--- config.mk ---
export PLATFORM = sky130hd
export DESIGN_NAME = cesu8_to_utf8_stream_core_flat
export DESIGN_NICKNAME = d
export VERILOG_FILES = /design/src/sv/c2u_pkg.sv /design/src/sv/c2u_if.sv /design/src/sv/c2u_front.sv /design/src/sv/c2u_queue.sv /design/src/sv/c2u_back.sv /design/src/sv/cesu8_to_utf8_stream_core.sv /design/src/flat_wrapper.sv
export SDC_FILE = /design/constraint.sdc
export NUM_CORES = 1
export LEC_CHECK = 0
export BUFFER_PORTS_ARGS = -buffer_cell sky130_fd_sc_hd__buf_2
export CORE_MARGIN = 2
export CORE_UTILIZATION = 28
export CTS_CLUSTER_SIZE = 28
export DETAILED_ROUTE_END_ITERATION = 12
export GPL_ROUTABILITY_DRIVEN = 0
export SLEW_MARGIN = 40
export SYNTH_ARGS = -nofsm -noshare
export SYNTH_HDL_FRONTEND = slang
export SYNTH_SLANG_ARGS = --single-unit
--- constraint.sdc ---
create_clock -name i_clk -period 6.1 [get_ports i_clk]
set_clock_uncertainty 0.2 [all_clocks]
set_input_delay 1.22 -clock i_clk [delete_from_list [all_inputs] [get_ports i_clk]]
set_output_delay 1.22 -clock i_clk [all_outputs]
set_load 0.05 [all_outputs]
--- src/sv/c2u_pkg.sv ---
// c2u_pkg: shared types and constants for the CESU-8 to UTF-8 stream converter.
// No dependencies; every other file of the block imports it.
package c2u_pkg;

    localparam int BYTE_W = 8;
    localparam int CP_W   = 21;

    // command kinds handed from the front end to the back end
    localparam logic [1:0] K_PASS1 = 2'd0;  // one byte through
    localparam logic [1:0] K_PASS2 = 2'd1;  // lone 0xED, then the byte after it
    localparam logic [1:0] K_EMIT4 = 2'd2;  // four-byte UTF-8 form of a code point

    localparam logic [BYTE_W-1:0] PAIR_LEAD = 8'hED;
    localparam logic [BYTE_W-1:0] UTF4_LEAD = 8'hF0;
    localparam logic [BYTE_W-1:0] CONT_MARK = 8'h80;
    localparam logic [BYTE_W-1:0] HIGH_LO   = 8'hA0;
    localparam logic [BYTE_W-1:0] HIGH_HI   = 8'hAF;

    localparam int QDEPTH = 4;
    localparam int QAW    = $clog2(QDEPTH);
    localparam int QCW    = $clog2(QDEPTH + 1);

    typedef struct packed {
        logic [1:0]      kind;
        logic [CP_W-1:0] data;
    } t_cmd;

endpackage

--- src/sv/c2u_if.sv ---
// c2u_in_if / c2u_out_if: valid-ready byte channels of the converter.
// Depends on c2u_pkg for widths.
interface c2u_in_if import c2u_pkg::*; ();
    logic              valid;
    logic              ready;
    logic [BYTE_W-1:0] in_byte;

    modport source (output valid, output in_byte, input ready);
    modport sink   (input valid, input in_byte, output ready);
endinterface

interface c2u_out_if import c2u_pkg::*; ();
    logic              valid;
    logic              ready;
    logic [BYTE_W-1:0] out_byte;
    logic              run_last;

    modport source (output valid, output out_byte, output run_last, input ready);
    modport sink   (input valid, input out_byte, input run_last, output ready);
endinterface

--- src/sv/c2u_front.sv ---
// c2u_front: accepts CESU-8 bytes, tracks surrogate-pair phase, issues commands.
// Depends on c2u_pkg and c2u_in_if.
module c2u_front import c2u_pkg::*; (
    input  logic     i_clk,
    input  logic     i_rst_n,
    c2u_in_if.sink   i_in,
    input  logic     i_q_full,
    output logic     o_push,
    output t_cmd     o_cmd
);

    localparam logic [2:0] PH_IDLE = 3'd0;
    localparam logic [2:0] PH_B1   = 3'd1;
    localparam logic [2:0] PH_B2   = 3'd2;
    localparam logic [2:0] PH_B3   = 3'd3;
    localparam logic [2:0] PH_B4   = 3'd4;
    localparam logic [2:0] PH_B5   = 3'd5;

    logic [2:0]      r_phase, n_phase;
    logic [CP_W-1:0] r_cp, n_cp;
    logic            accept;
    logic [BYTE_W-1:0] b;

    assign i_in.ready = !i_q_full;
    assign accept     = i_in.valid && !i_q_full;
    assign b          = i_in.in_byte;

    always_comb begin
        n_phase   = r_phase;
        n_cp      = r_cp;
        o_push    = 1'b0;
        o_cmd     = '{kind: K_PASS1, data: {{(CP_W-BYTE_W){1'b0}}, b}};
        if (accept) begin
            case (r_phase)
                PH_B1: begin
                    if (b inside {[HIGH_LO:HIGH_HI]}) begin
                        n_cp    = {5'(b[4:0] + 5'd1), 16'd0};
                        n_phase = PH_B2;
                    end else begin
                        o_push     = 1'b1;
                        o_cmd.kind = K_PASS2;
                        n_phase    = PH_IDLE;
                        n_cp       = '0;
                    end
                end
                PH_B2: begin
                    n_cp    = r_cp | {5'd0, b[5:0], 10'd0};
                    n_phase = PH_B3;
                end
                PH_B3: begin
                    // drop the second lead byte
                    n_phase = PH_B4;
                end
                PH_B4: begin
                    n_cp    = r_cp | {11'd0, b[3:0], 6'd0};
                    n_phase = PH_B5;
                end
                PH_B5: begin
                    o_push     = 1'b1;
                    o_cmd.kind = K_EMIT4;
                    o_cmd.data = r_cp | {15'd0, b[5:0]};
                    n_phase    = PH_IDLE;
                    n_cp       = '0;
                end
                default: begin
                    n_cp = '0;
                    if (b == PAIR_LEAD) begin
                        n_phase = PH_B1;
                    end else begin
                        o_push  = 1'b1;
                        n_phase = PH_IDLE;
                    end
                end
            endcase
        end
    end

    always_ff @(posedge i_clk) begin
        if (!i_rst_n) begin
            r_phase <= PH_IDLE;
            r_cp    <= '0;
        end else begin
            r_phase <= n_phase;
            r_cp    <= n_cp;
        end
    end

    a_phase_range: assert property (@(posedge i_clk) disable iff (!i_rst_n)
        r_phase <= PH_B5)
        else $error("front phase out of range");

endmodule

--- src/sv/c2u_queue.sv ---
// c2u_queue: small command FIFO between front and back ends.
// Depends on c2u_pkg.
module c2u_queue import c2u_pkg::*; (
    input  logic i_clk,
    input  logic i_rst_n,
    input  logic i_push,
    input  t_cmd i_cmd,
    input  logic i_pop,
    output logic o_full,
    output logic o_valid,
    output t_cmd o_head
);

    t_cmd           r_mem [QDEPTH];
    logic [QAW-1:0] r_wptr, r_rptr;
    logic [QCW-1:0] r_count;
    logic           do_push, do_pop;

    assign o_full  = (r_count == QCW'(QDEPTH));
    assign o_valid = (r_count != '0);
    assign o_head  = r_mem[r_rptr];
    assign do_push = i_push && !o_full;
    assign do_pop  = i_pop && o_valid;

    always_ff @(posedge i_clk) begin
        if (do_push) begin
            r_mem[r_wptr] <= i_cmd;
        end
    end

    always_ff @(posedge i_clk) begin
        if (!i_rst_n) begin
            r_wptr  <= '0;
            r_rptr  <= '0;
            r_count <= '0;
        end else begin
            if (do_push) begin
                r_wptr <= QAW'(r_wptr + 1'b1);
            end
            if (do_pop) begin
                r_rptr <= QAW'(r_rptr + 1'b1);
            end
            case ({do_push, do_pop})
                2'b10:   r_count <= QCW'(r_count + 1'b1);
                2'b01:   r_count <= QCW'(r_count - 1'b1);
                default: r_count <= r_count;
            endcase
        end
    end

    a_no_overflow: assert property (@(posedge i_clk) disable iff (!i_rst_n)
        i_push |-> !o_full)
        else $error("push into full queue");

    a_no_underflow: assert property (@(posedge i_clk) disable iff (!i_rst_n)
        i_pop |-> o_valid)
        else $error("pop from empty queue");

    a_count_range: assert property (@(posedge i_clk) disable iff (!i_rst_n)
        r_count <= QCW'(QDEPTH))
        else $error("queue count out of range");

endmodule

--- src/sv/c2u_back.sv ---
// c2u_back: expands queued commands into UTF-8 bytes behind an output register.
// Depends on c2u_pkg and c2u_out_if.
module c2u_back import c2u_pkg::*; (
    input  logic      i_clk,
    input  logic      i_rst_n,
    input  logic      i_head_valid,
    input  t_cmd      i_head,
    output logic      o_pop,
    c2u_out_if.source o_out
);

    logic [1:0]        r_idx, n_idx;
    logic              r_valid;
    logic [BYTE_W-1:0] r_byte;
    logic              r_last;
    logic [BYTE_W-1:0] sel_byte;
    logic              sel_last;
    logic              load;
    logic [CP_W-1:0]   x;

    assign x    = i_head.data;
    assign load = i_head_valid && (!r_valid || o_out.ready);

    always_comb begin
        sel_byte = x[BYTE_W-1:0];
        sel_last = 1'b1;
        case (i_head.kind)
            K_PASS1: begin
                sel_byte = x[BYTE_W-1:0];
                sel_last = 1'b1;
            end
            K_PASS2: begin
                sel_byte = (r_idx == 2'd0) ? PAIR_LEAD : x[BYTE_W-1:0];
                sel_last = (r_idx != 2'd0);
            end
            K_EMIT4: begin
                case (r_idx)
                    2'd0:    sel_byte = UTF4_LEAD | {5'd0, x[20:18]};
                    2'd1:    sel_byte = CONT_MARK | {2'd0, x[17:12]};
                    2'd2:    sel_byte = CONT_MARK | {2'd0, x[11:6]};
                    default: sel_byte = CONT_MARK | {2'd0, x[5:0]};
                endcase
                sel_last = (r_idx == 2'd3);
            end
            default: begin
                sel_byte = x[BYTE_W-1:0];
                sel_last = 1'b1;
            end
        endcase
    end

    assign o_pop = load && sel_last;

    always_comb begin
        n_idx = r_idx;
        if (load) begin
            n_idx = sel_last ? 2'd0 : 2'(r_idx + 2'd1);
        end
    end

    always_ff @(posedge i_clk) begin
        if (!i_rst_n) begin
            r_idx   <= '0;
            r_valid <= 1'b0;
        end else begin
            r_idx <= n_idx;
            if (load) begin
                r_valid <= 1'b1;
            end else if (o_out.ready) begin
                r_valid <= 1'b0;
            end
        end
    end

    always_ff @(posedge i_clk) begin
        if (load) begin
            r_byte <= sel_byte;
            r_last <= sel_last;
        end
    end

    assign o_out.valid    = r_valid;
    assign o_out.out_byte = r_byte;
    assign o_out.run_last = r_last;

    a_idx_has_head: assert property (@(posedge i_clk) disable iff (!i_rst_n)
        (r_idx != 2'd0) |-> i_head_valid)
        else $error("expansion in progress without a queued command");

endmodule

--- src/sv/cesu8_to_utf8_stream_core.sv ---
// cesu8_to_utf8_stream_core: CESU-8 to UTF-8 byte-stream converter, top level.
// Depends on c2u_pkg, c2u_if, c2u_front, c2u_queue and c2u_back.
//
// Usage:
//   i_in  carries one CESU-8 word (in_byte) per valid/ready handshake.
//   o_out carries one UTF-8 word (out_byte) per handshake; run_last is high on
//         the last word caused by a given input word.
//   Ordinary words pass through one for one. A lone 0xED gives two words
//   (0xED, then the word after it). A six-word surrogate pair gives nothing
//   for its first five words and a four-word burst after the sixth.
// Path: an accepted input word is written into the command queue; the back
//   end then loads the output register from the queue head, and the first
//   result word shows on o_out from that register.
// Throughput: one input word and one output word per cycle. The front end
//   takes a word every cycle while the four-entry command queue has room;
//   with o_out.ready high the back end drains a word a cycle off the queue head.
// Stall: when o_out.ready is low the output register holds its word, the
//   back end stops, the queue fills, and i_in.ready drops once it is full.
//   i_in.ready never depends on o_out.ready in the same cycle.
// Reset: synchronous, active low; clears the pair phase, the queue pointers
//   and the output valid. No words are in flight afterward.
module cesu8_to_utf8_stream_core import c2u_pkg::*; (
    input  logic      i_clk,
    input  logic      i_rst_n,
    c2u_in_if.sink    i_in,
    c2u_out_if.source o_out
);

    logic q_full;
    logic q_valid;
    logic push;
    logic pop;
    t_cmd push_cmd;
    t_cmd head_cmd;

    // front end: classify each word, build pair code points
    c2u_front u_front (
        .i_clk    (i_clk),
        .i_rst_n  (i_rst_n),
        .i_in     (i_in),
        .i_q_full (q_full),
        .o_push   (push),
        .o_cmd    (push_cmd)
    );

    // decouple classification from output expansion
    c2u_queue u_queue (
        .i_clk   (i_clk),
        .i_rst_n (i_rst_n),
        .i_push  (push),
        .i_cmd   (push_cmd),
        .i_pop   (pop),
        .o_full  (q_full),
        .o_valid (q_valid),
        .o_head  (head_cmd)
    );

    // back end: expand commands into one to four output words
    c2u_back u_back (
        .i_clk        (i_clk),
        .i_rst_n      (i_rst_n),
        .i_head_valid (q_valid),
        .i_head       (head_cmd),
        .o_pop        (pop),
        .o_out        (o_out)
    );

endmodule
--- src/flat_wrapper.sv ---
// flat-port wrapper written by rule: the top's interface ports become plain ports
module cesu8_to_utf8_stream_core_flat import c2u_pkg::*;
  (i_clk, i_rst_n, i_in_valid, i_in_in_byte, i_in_ready, o_out_valid, o_out_out_byte, o_out_run_last, o_out_ready);
  c2u_in_if i_in_i ();
  c2u_out_if o_out_i ();
  input  logic i_clk;
  input  logic i_rst_n;
  input wire logic [$bits(i_in_i.valid)-1:0] i_in_valid;
  input wire logic [$bits(i_in_i.in_byte)-1:0] i_in_in_byte;
  output wire logic [$bits(i_in_i.ready)-1:0] i_in_ready;
  output wire logic [$bits(o_out_i.valid)-1:0] o_out_valid;
  output wire logic [$bits(o_out_i.out_byte)-1:0] o_out_out_byte;
  output wire logic [$bits(o_out_i.run_last)-1:0] o_out_run_last;
  input wire logic [$bits(o_out_i.ready)-1:0] o_out_ready;
  assign i_in_i.valid = i_in_valid;
  assign i_in_i.in_byte = i_in_in_byte;
  assign i_in_ready = i_in_i.ready;
  assign o_out_valid = o_out_i.valid;
  assign o_out_out_byte = o_out_i.out_byte;
  assign o_out_run_last = o_out_i.run_last;
  assign o_out_i.ready = o_out_ready;
  cesu8_to_utf8_stream_core u_core (.i_clk(i_clk), .i_rst_n(i_rst_n), .i_in(i_in_i), .o_out(o_out_i));
endmodule
==> results of run 1 <==
worst max-delay path: stages (launching register included):
cell	delay (ps)
sky130_fd_sc_hd__dfxtp_1	300
sky130_fd_sc_hd__buf_4	360
sky130_fd_sc_hd__mux4_2	580
sky130_fd_sc_hd__ha_1	340
sky130_fd_sc_hd__a21oi_1	120
sky130_fd_sc_hd__a21boi_0	390
sky130_fd_sc_hd__nor2_1	150
sky130_fd_sc_hd__ha_1	240
sky130_fd_sc_hd__fa_1	380
sky130_fd_sc_hd__xnor2_1	140
sky130_fd_sc_hd__or3_1	310
sky130_fd_sc_hd__a21boi_0	210
cell type report:
cell class | instances | area, µm² | share of cell area [%]
clock inverters | 13 | 234.0 | 3.543
inverters | 22 | 82.58 | 1.250
well taps | 265 | 331.6 | 5.021
repair buffers | 24 | 125.1 | 1.895
flip-flops and latches | 131 | 3635 | 55.04
multi-input cells | 226 | 1767 | 26.75
clock buffers | 18 | 429.2 | 6.499
metrics by stage:
step	total power, mW	cell area [µm²]	cells	hold WS (ps)
2_1_floorplan	1.750	5579	393	228.5
5_1_grt	3.186	6604	699	286.2
3_5_place_dp	1.948	5941	668	247.9
6_report	3.062	6604	699	261.8
3_3_place_gp	1.932	5939	668	241.4
4_1_cts	3.082	6604	699	262.5
state kept, by name (all words and copies together), names as in the netlist, named ones only:
register	cells
u_core.u_queue.r_mem	92
u_core.u_front.r_cp	15
u_core.u_back.o_out.out_byte	8
u_core.u_front.r_phase	3
u_core.u_queue.r_count	3
u_core.u_back.r_idx	2
u_core.u_queue.r_rptr	2
u_core.u_queue.r_wptr	2
u_core.u_back.o_out.run_last	1
u_core.u_back.o_out.valid	1
cell usage after synthesis (2+ instances only):
master	n	share of area [%]
sky130_fd_sc_hd__buf_4	2	0.27
sky130_fd_sc_hd__and2_1	12	1.3
sky130_fd_sc_hd__nand3_1	7	0.63
sky130_fd_sc_hd__xor2_1	3	0.47
sky130_fd_sc_hd__nand2_1	18	1.2
sky130_fd_sc_hd__xnor2_1	5	0.78
sky130_fd_sc_hd__nand2_4	2	0.40
sky130_fd_sc_hd__a21oi_1	14	1.3
sky130_fd_sc_hd__nor2b_1	2	0.22
sky130_fd_sc_hd__nor4_1	3	0.34
sky130_fd_sc_hd__clkbuf_1	3	0.20
sky130_fd_sc_hd__nor2_1	28	1.9
sky130_fd_sc_hd__nor3_1	9	0.81
sky130_fd_sc_hd__a21boi_0	5	0.67
sky130_fd_sc_hd__o21ai_0	14	1.3
sky130_fd_sc_hd__ha_1	15	3.4
sky130_fd_sc_hd__inv_1	21	1.4
sky130_fd_sc_hd__mux4_2	10	4.0
sky130_fd_sc_hd__buf_6	4	0.81
sky130_fd_sc_hd__dfxtp_1	30	11
sky130_fd_sc_hd__buf_2	5	0.45
sky130_fd_sc_hd__o22ai_1	17	1.9
sky130_fd_sc_hd__and2_2	5	0.67
sky130_fd_sc_hd__mux2i_1	30	5.4
sky130_fd_sc_hd__nand2b_1	5	0.56
sky130_fd_sc_hd__edfxtp_1	101	54
power breakdown:
part,total (mW),leakage (nW),switching (mW),internal [mW]
logic,0.741,0.730,0.506,0.235
clock network,1.14,0.324,0.375,0.765
registers,1.18,1.26,0.0557,1.13
how the worst min path moves through the flow:
stage                            start  cells past startpoint  slack (ps)                 endpoint
2_1_floorplan  u_core.u_front.r_cp[10]                      2         230  u_core.u_front.r_cp[10]
3_3_place_gp    u_core.u_front.r_cp[8]                      2         240   u_core.u_front.r_cp[8]
3_5_place_dp    u_core.u_front.r_cp[8]                      2         250   u_core.u_front.r_cp[8]
4_1_cts        u_core.u_front.r_cp[10]                      2         260  u_core.u_front.r_cp[10]
5_1_grt         u_core.u_front.r_cp[6]                      2         290   u_core.u_front.r_cp[6]
6_report       u_core.u_front.r_cp[10]                      2         260  u_core.u_front.r_cp[10]
cell families (layout without fill, tap and decap cells):
logic type                 count (synthesis)  in the layout  synth area share [%]
DFF                                      131            131                 65.13
and+or+nand+nor                          100            100                 9.599
AOI/OAI and AO/OA                         60             60                 7.199
muxes                                     42             42                 9.890
buffers and inverters                     36             77                 3.207
adders and majority gates                 16             16                 3.723
xor gates and xnor gates                   8              8                 1.256
routing by layer:
layer,routed length [µm],track usage [%],up-vias,part of all wire [%]
met2,5579,18.31,95,48
met4,236,5.196,0,2.0
met5,0,0,-,0
met3,729,2.547,20,6.3
met1,4983,14.30,1573,43
li1,-,-,1518,-
==> results.rst, run 1 <==
.. list-table::
   :header-rows: 1

   * - Metric
     - Value
   * - DRT iter0 DRCs
     - 199
   * - Final Max Tran Viols
     - 0
   * - Number of fillers in the final layout
     - 1947
   * - Count of cell types in the netlist
     - 49
   * - I/O pin total
     - 23
   * - Arr. time, crit path
     - 3930 ps
   * - Hold Vio Cnt, Final
     - 0
   * - Maximum clock frequency
     - 262.9 MHz
   * - First drt pass iteration count
     - 5
   * - Clock tree from TritonCTS
     - done
   * - Detail-routed via count per cell
     - 4.587
   * - FF-to-FF setup slack
     - approximately 2300 ps
   * - Min-Delay Path Class
     - reg -> reg
   * - Core Rows
     - 51
   * - EDFF count, synth
     - 101
   * - Num Clock Sinks
     - 131
   * - Post-synthesis sequential element count
     - between 100 and 150
   * - Floorplan core area
     - 0.01953 mm²
   * - Final critical-path required period
     - between 3000 and 4000 ps
   * - Nature of the critical path endpoint
     - flop
   * - Unrepaired setup endpoints after global routing
     - false
   * - Most common library cell in the layout ignoring fill and taps
     - sky130_fd_sc_hd__edfxtp_1
   * - Full die area
     - 0.02107 mm²
   * - Clock latency of the later-clocked register in the worst-skew pair
     - 420 ps
   * - Postcts setup bufs
     - 0
   * - Final setup violation count
     - 0
   * - H-tree depth
     - 4
   * - Maximum root-to-sink buffer count
     - 2
   * - Kind of critical path
     - reg -> reg
   * - FF-to-FF End
     - u_core.u_queue.r_count[2]
   * - Number of violations of the max-capacitance limit
     - 0
   * - Worst IR drop on VDD
     - 0.2024 mV
   * - Proportion of synthesized chip area in sequential cells
     - 65.13%
   * - Placed wire-length estimate after detailed placement
     - 7832 µm
   * - Count of hold-fix buffers inserted at cts
     - 0
   * - Vias in the first global route
     - roughly 3300
   * - Share of cells above drive strength 1
     - about a fifth
   * - Most used cells in the layout excluding fill and tap cells
     - sky130_fd_sc_hd__edfxtp_1 (101), sky130_fd_sc_hd__mux2i_1 (30), sky130_fd_sc_hd__dfxtp_1 (29)
   * - Effective utilization at floorplan
     - 28.57%
   * - # nets final
     - 450
   * - Pin slew with the least headroom to its limit
     - just under 700 ps
   * - Global-route wire length before repair
     - 17970 µm
   * - Chip width
     - about 150 µm
   * - Maximum number of pins on one net before global-route repair
     - 26
   * - Total Routed Length
     - 11530 µm
   * - Clock root cell
     - sky130_fd_sc_hd__clkbuf_16
   * - Combined global-route utilization of all metal layers
     - 11.25%
   * - Final worst setup slack
     - 2297 ps
   * - Area of the mapped netlist
     - roughly 0.0056 mm²
   * - Maximum fanout count along the critical path
     - 25
   * - Result of the run
     - completed
   * - LEAKAGE
     - about 2.3 nW
   * - Average routed wire per standard cell
     - 16.49 µm
   * - Antenna cell count
     - 0
   * - Antenna-violating nets left
     - 0
   * - Post-CTS clock slew at the launch and capture registers of the worst setup and hold paths
     - 60 ps
   * - Sort of element at the start of the critical path
     - flop
   * - # DRC
     - 0
   * - Power density over the cells
     - 463.7 mW/mm²
   * - Detailed-route via count
     - 3206
   * - Syn avg cell area
     - 14.20 µm²
   * - Count of yosys warnings during synthesis
     - 0
   * - Total congestion overflow
     - 0
   * - Final core utilization
     - 33.82%
   * - Number of antenna violations at the first check in global routing
     - 0
   * - Number of nets produced by synthesis
     - ~420
   * - Gate count of the mapped netlist
     - 393
   * - Area Overhead vs Synth
     - 18.37%
   * - Worst setup timing slack at the placement stage
     - approximately 2200 ps
   * - Number of input and output port buffers inserted
     - 22
   * - Share of flip-flops with an asynchronous set or reset after synthesis
     - 0%
   * - Main flop type after synthesis
     - sky130_fd_sc_hd__edfxtp_1
   * - Final-layout setup total negative slack
     - 0 ps
   * - Critical Path RT
     - 6230 ps
   * - Floorplan die height
     - between 100 and 150 µm
   * - FF-to-FF path depth
     - 11
   * - Final period util
     - 62.35%
   * - Number of clock buffers inserted by TritonCTS
     - 17
   * - Remaining max-slew budget at the tightest pin
     - 54.62%
   * - Capture point of the critical path
     - u_core.u_queue.r_count[2]
   * - Post_cts resized
     - 0
No activity file was read; power rests on OpenSTA's default activity.
==> run 2: changes to the inputs <==
--- a/config.mk
+++ b/config.mk
@@ -5,6 +5,7 @@
 export SDC_FILE = /design/constraint.sdc
 export NUM_CORES = 1
 export LEC_CHECK = 0
+export ABC_AREA = 1
 export BUFFER_PORTS_ARGS = -buffer_cell sky130_fd_sc_hd__buf_2
 export CORE_MARGIN = 2
 export CORE_UTILIZATION = 28
==> constraint.sdc (replaced) <==
create_clock -name i_clk -period 3.9 [get_ports i_clk]
set_clock_uncertainty 0.2 [all_clocks]
set_input_delay 0.78 -clock i_clk [delete_from_list [all_inputs] [get_ports i_clk]]
set_output_delay 0.78 -clock i_clk [all_outputs]
set_load 0.05 [all_outputs]
==> results.rst, run 2 <==
.. list-table::
   :header-rows: 1

   * - Metric
     - Value
   * - Total Routed Length
     - 12800 µm (+11%)
   * - Full die area
     - 0.02179 mm² (+3.4%)
   * - Unrepaired setup endpoints after global routing
     - false
   * - Gate count of the mapped netlist
     - 588 (+50%)
   * - # nets final
     - 651 (+45%)
   * - Vias in the first global route
     - 3890 (+17%)
   * - Part of the power in combinational logic
     - 28.4% (+4.2 points)
   * - Flop pwr share
     - 38.1% (-0.5 points)
   * - Main combinational cell family by area after synthesis
     - simple AND/OR/NAND/NOR gates
   * - Maximum fanout count along the critical path
     - 10 (-60%)
   * - Min-Delay Path Class
     - reg -> reg
   * - Int Pwr
     - 3.239 mW (+52%)
   * - # DRC
     - 0 (unchanged)
   * - Post-CTS clock slew at the launch and capture registers of the worst setup and hold paths
     - 60 ps (about the same)
   * - Critical Path RT
     - 4060 ps (-2170 ps)
   * - Detail-routed via count per cell
     - 4.427 (-3.5%)
   * - Main flop type after synthesis
     - sky130_fd_sc_hd__edfxtp_1
   * - Cell-by-cell listing of the critical path
     - clkinv_1, a32oi_1, inv_1, ha_1, inv_1, nand2_1, nand2_1, nand2_1, nand2_1, inv_1, ha_1, fa_1, a21oi_1, o21a_1, o21ai_0, a21oi_1
   * - LEAKAGE
     - 2.752 nW (+19%)
   * - Post_cts resized
     - 0 (unchanged)
   * - Post-synthesis cell type with the largest combined area
     - sky130_fd_sc_hd__edfxtp_1
   * - Floorplan core area
     - 0.02023 mm² (+3.6%)
   * - Remaining max-slew budget at the tightest pin
     - 53.80% (-0.81 points)
   * - FF-to-FF path depth
     - 16 (+5)
   * - H-tree depth
     - 4 (unchanged)
   * - Maximum number of pins on one net before global-route repair
     - 24 (-7.7%)
   * - Top cells by area, synth
     - sky130_fd_sc_hd__edfxtp_1 (53%), sky130_fd_sc_hd__dfxtp_1 (10%), sky130_fd_sc_hd__nand2_1 (10%), sky130_fd_sc_hd__nand3_1 (5.2%), sky130_fd_sc_hd__inv_1 (4.5%)
   * - Core Rows
     - 52 (+2.0%)
   * - Number of antenna violations at the first check in global routing
     - 0 (unchanged)
   * - Share of the synthesized area in compound gates (AO/OA/AOI/OAI)
     - 6.196% (-1.0 points)
   * - Final period util
     - 86.96% (+25 points)
   * - Nature of the critical path endpoint
     - flop
   * - I/O pin total
     - 23 (unchanged)
   * - Hold Vio Cnt, Final
     - 0 (unchanged)
   * - Area Overhead vs Synth
     - 18.89%
   * - Area of the mapped netlist
     - 0.005776 mm² (+3.5%)
   * - Clock root cell
     - sky130_fd_sc_hd__clkbuf_16
   * - Post-Synth XOR/XNOR Area
     - 0.3033% (-0.95 points)
   * - Launch instance of the worst min-delay path
     - u_core.u_front.r_cp[7]
   * - Maximum root-to-sink buffer count
     - 2 (unchanged)
   * - Chip width
     - 147.6 µm (+1.7%)
   * - Average routed wire per standard cell
     - 14.14 µm (-14%)
   * - Number of nets produced by synthesis
     - 616 (+46%)
   * - Switching Fraction
     - 34.35% (+3.8 points)
   * - Clock latency of the later-clocked register in the worst-skew pair
     - 420 ps (about the same)
   * - Net load switching power
     - 1.695 mW (+81%)
   * - Num Clock Sinks
     - 131 (unchanged)
   * - Proportion of synthesized chip area in sequential cells
     - 62.91% (-2.2 points)
   * - Final setup violation count
     - 0 (unchanged)
   * - Combined global-route utilization of all metal layers
     - 12.32% (+1.1 points)
   * - Floorplan die height
     - 147.6 µm (+1.7%)
   * - DRT iter0 DRCs
     - 422 (+110%)
   * - Count of yosys warnings during synthesis
     - 0 (unchanged)
   * - Share of cells above drive strength 1
     - 14.33% (-5.0 points)
   * - FF-to-FF End
     - u_core.u_queue.r_count[2]
   * - Post-synthesis sequential element count
     - 131 (unchanged)
   * - Number of clock buffers inserted by TritonCTS
     - 17 (unchanged)
   * - FF-to-FF setup slack
     - 510 ps (-1790 ps)
   * - Simple logic cell fraction of the synthesized area
     - 20.69% (+11 points)
   * - Post-synthesis adder-cell area fraction
     - 3.596% (-0.13 points)
   * - Effective utilization at floorplan
     - 28.54% (-0.029 points)
   * - Worst hold endpoint
     - u_core.u_front.r_cp[7]
   * - Flip-flop count of the largest register after layout
     - 92 (unchanged)
   * - Worst IR drop on VDD
     - 0.3053 mV (+51%)
   * - Fin Hold WS
     - 265.2 ps (+3.403 ps)
   * - Pin slew with the least headroom to its limit
     - 685.7 ps (+4.967 ps)
   * - Most frequent cells after synthesis
     - sky130_fd_sc_hd__nand2_1 (160), sky130_fd_sc_hd__edfxtp_1 (101), sky130_fd_sc_hd__inv_1 (70)
   * - Final critical-path required period
     - 3391 ps (-411.9 ps)
   * - Cell type of the slowest stage on the worst timing path
     - sky130_fd_sc_hd__fa_1
   * - Share of flip-flops with an asynchronous set or reset after synthesis
     - 0% (unchanged)
   * - Result of the run
     - completed
   * - Antenna cell count
     - 0 (unchanged)
   * - Fraction of power consumed by the clock network
     - 33.5% (-3.7 points)
   * - Count of hold-fix buffers inserted at cts
     - 0 (unchanged)
   * - Final-layout setup total negative slack
     - 0 ps (unchanged)
   * - EDFF count, synth
     - 101 (unchanged)
   * - Most common library cell in the layout ignoring fill and taps
     - sky130_fd_sc_hd__nand2_1
   * - Final Max Tran Viols
     - 0 (unchanged)
   * - Count of cell types in the netlist
     - 33 (-33%)
   * - Number of input and output port buffers inserted
     - 22 (unchanged)
   * - Placed wire-length estimate after detailed placement
     - 8605 µm (+9.9%)
   * - Detailed-route via count
     - 4006 (+25%)
   * - Cell repeated most along the worst path
     - sky130_fd_sc_hd__nand2_1
   * - Maximum clock frequency
     - 294.9 MHz (+12%)
   * - Total congestion overflow
     - 0 (unchanged)
   * - First drt pass iteration count
     - 5 (unchanged)
   * - Count leader, synth
     - sky130_fd_sc_hd__nand2_1
   * - Share of synthesized area spent on multiplexers
     - 0% (-9.9 points)
   * - Sort of element at the start of the critical path
     - flop
   * - Clock tree from TritonCTS
     - done
   * - Kind of critical path
     - reg -> reg
   * - Postcts setup bufs
     - 0 (unchanged)
   * - Hold Path Depth
     - 2 (unchanged)
   * - Top cell type's share of synthesized area
     - 52.51% (-1.8 points)
   * - Most used cells in the layout excluding fill and tap cells
     - sky130_fd_sc_hd__nand2_1 (160), sky130_fd_sc_hd__edfxtp_1 (101), sky130_fd_sc_hd__inv_1 (70)
   * - Global-route wire length before repair
     - 20300 µm (+13%)
   * - Arr. time, crit path
     - 3550 ps (-380 ps)
   * - Largest Register
     - u_core.u_queue.r_mem
   * - Power density over the cells
     - 718.6 mW/mm² (+55%)
   * - Antenna-violating nets left
     - 0 (unchanged)
   * - Largest incremental delay on the critical path
     - 400 ps (-180 ps)
   * - Number of violations of the max-capacitance limit
     - 0 (unchanged)
   * - Syn avg cell area
     - 9.822 µm² (-31%)
run 2: cell types whose count changed in the layout (fill, tap and decap cells not counted), sizes merged, moves of 13 or more:
cell / before / now
a21oi: 14 / 27
o22ai: 17 / 0
inv: 22 / 75
mux2i: 30 / 0
nand2: 20 / 164
nor2: 29 / 57
and2: 17 / 1
nand3: 8 / 60
run 2: power by group through the flow:
stage / clock network (mW) / logic, mW / registers, mW
detailed placement: 0 / 1.40 / 1.91
finish: 1.65 / 1.40 / 1.88
global route: 1.73 / 1.57 / 1.91
CTS: 1.68 / 1.41 / 1.88
global placement: 0 / 1.39 / 1.91
floorplan: 0 / 0.825 / 2.08
run 2: metal layers:
metal / track usage, % / wire length, µm / vias up
li1: - / - / 2010
met1: 16.62 / 6130 / 1887
met2: 19.53 / 5853 / 92
met3: 2.623 / 589 / 17
met4: 4.663 / 226 / 0
met5: 0 / 0 / -
run 2: kinds of logic after synthesis:
family / after synthesis
AOI/OAI and AO/OA: 59
xor gates and xnor gates: 2
adders and majority gates: 16
buffers and inverters: 92
DFF: 131
and+or+nand+nor: 288
run 2: worst max-delay path by stage:
stage	start	end	slack (ps)	depth (start not counted)
final	flop	u_core.u_queue.r_count[2]	510	16
after global routing	flop	u_core.u_queue.r_count[2]	150	16
after global placement	flop	u_core.u_queue.r_count[2]	590	16
after floorplan	flop	u_core.u_queue.r_count[2]	750	18
after CTS	flop	u_core.u_queue.r_count[2]	470	16
after detailed placement	flop	u_core.u_queue.r_count[2]	520	16
run 2: layout make-up:
| cell class | instances | area (µm²) |
|---|---|---|
| timing repair buffer | 33 | 192.7 |
| inverter | 75 | 281.5 |
| fill | 2020 | 13370 |
| multi-input combinational | 365 | 1788 |
| clock buffer | 22 | 518.0 |
| clock inverter | 9 | 115.1 |
| tap | 270 | 337.8 |
| sequential | 131 | 3633 |
run 2: worst max-delay path, delay by kind of cell, from the launching register on:
kind / cells / cell delay (ps)
fa+ha+maj: 3 / 920
compound gates: 5 / 820
buf+inv: 4 / 510
simple gates: 4 / 540
flops: 1 / 330
run 2: through the flow:
step | cells | area (µm²) | util (%) | setup WS (ps) | total power, mW
finish | 905 | 6867 | 33.94 | 508.5 | 4.934
global route | 905 | 6867 | 33.94 | 149.3 | 5.213
CTS | 905 | 6867 | 33.94 | 472.9 | 4.973
detailed placement | 874 | 6233 | 30.81 | 524.8 | 3.314
global placement | 874 | 6233 | 30.81 | 592.9 | 3.295
floorplan | 588 | 5776 | - | 747.1 | 2.910
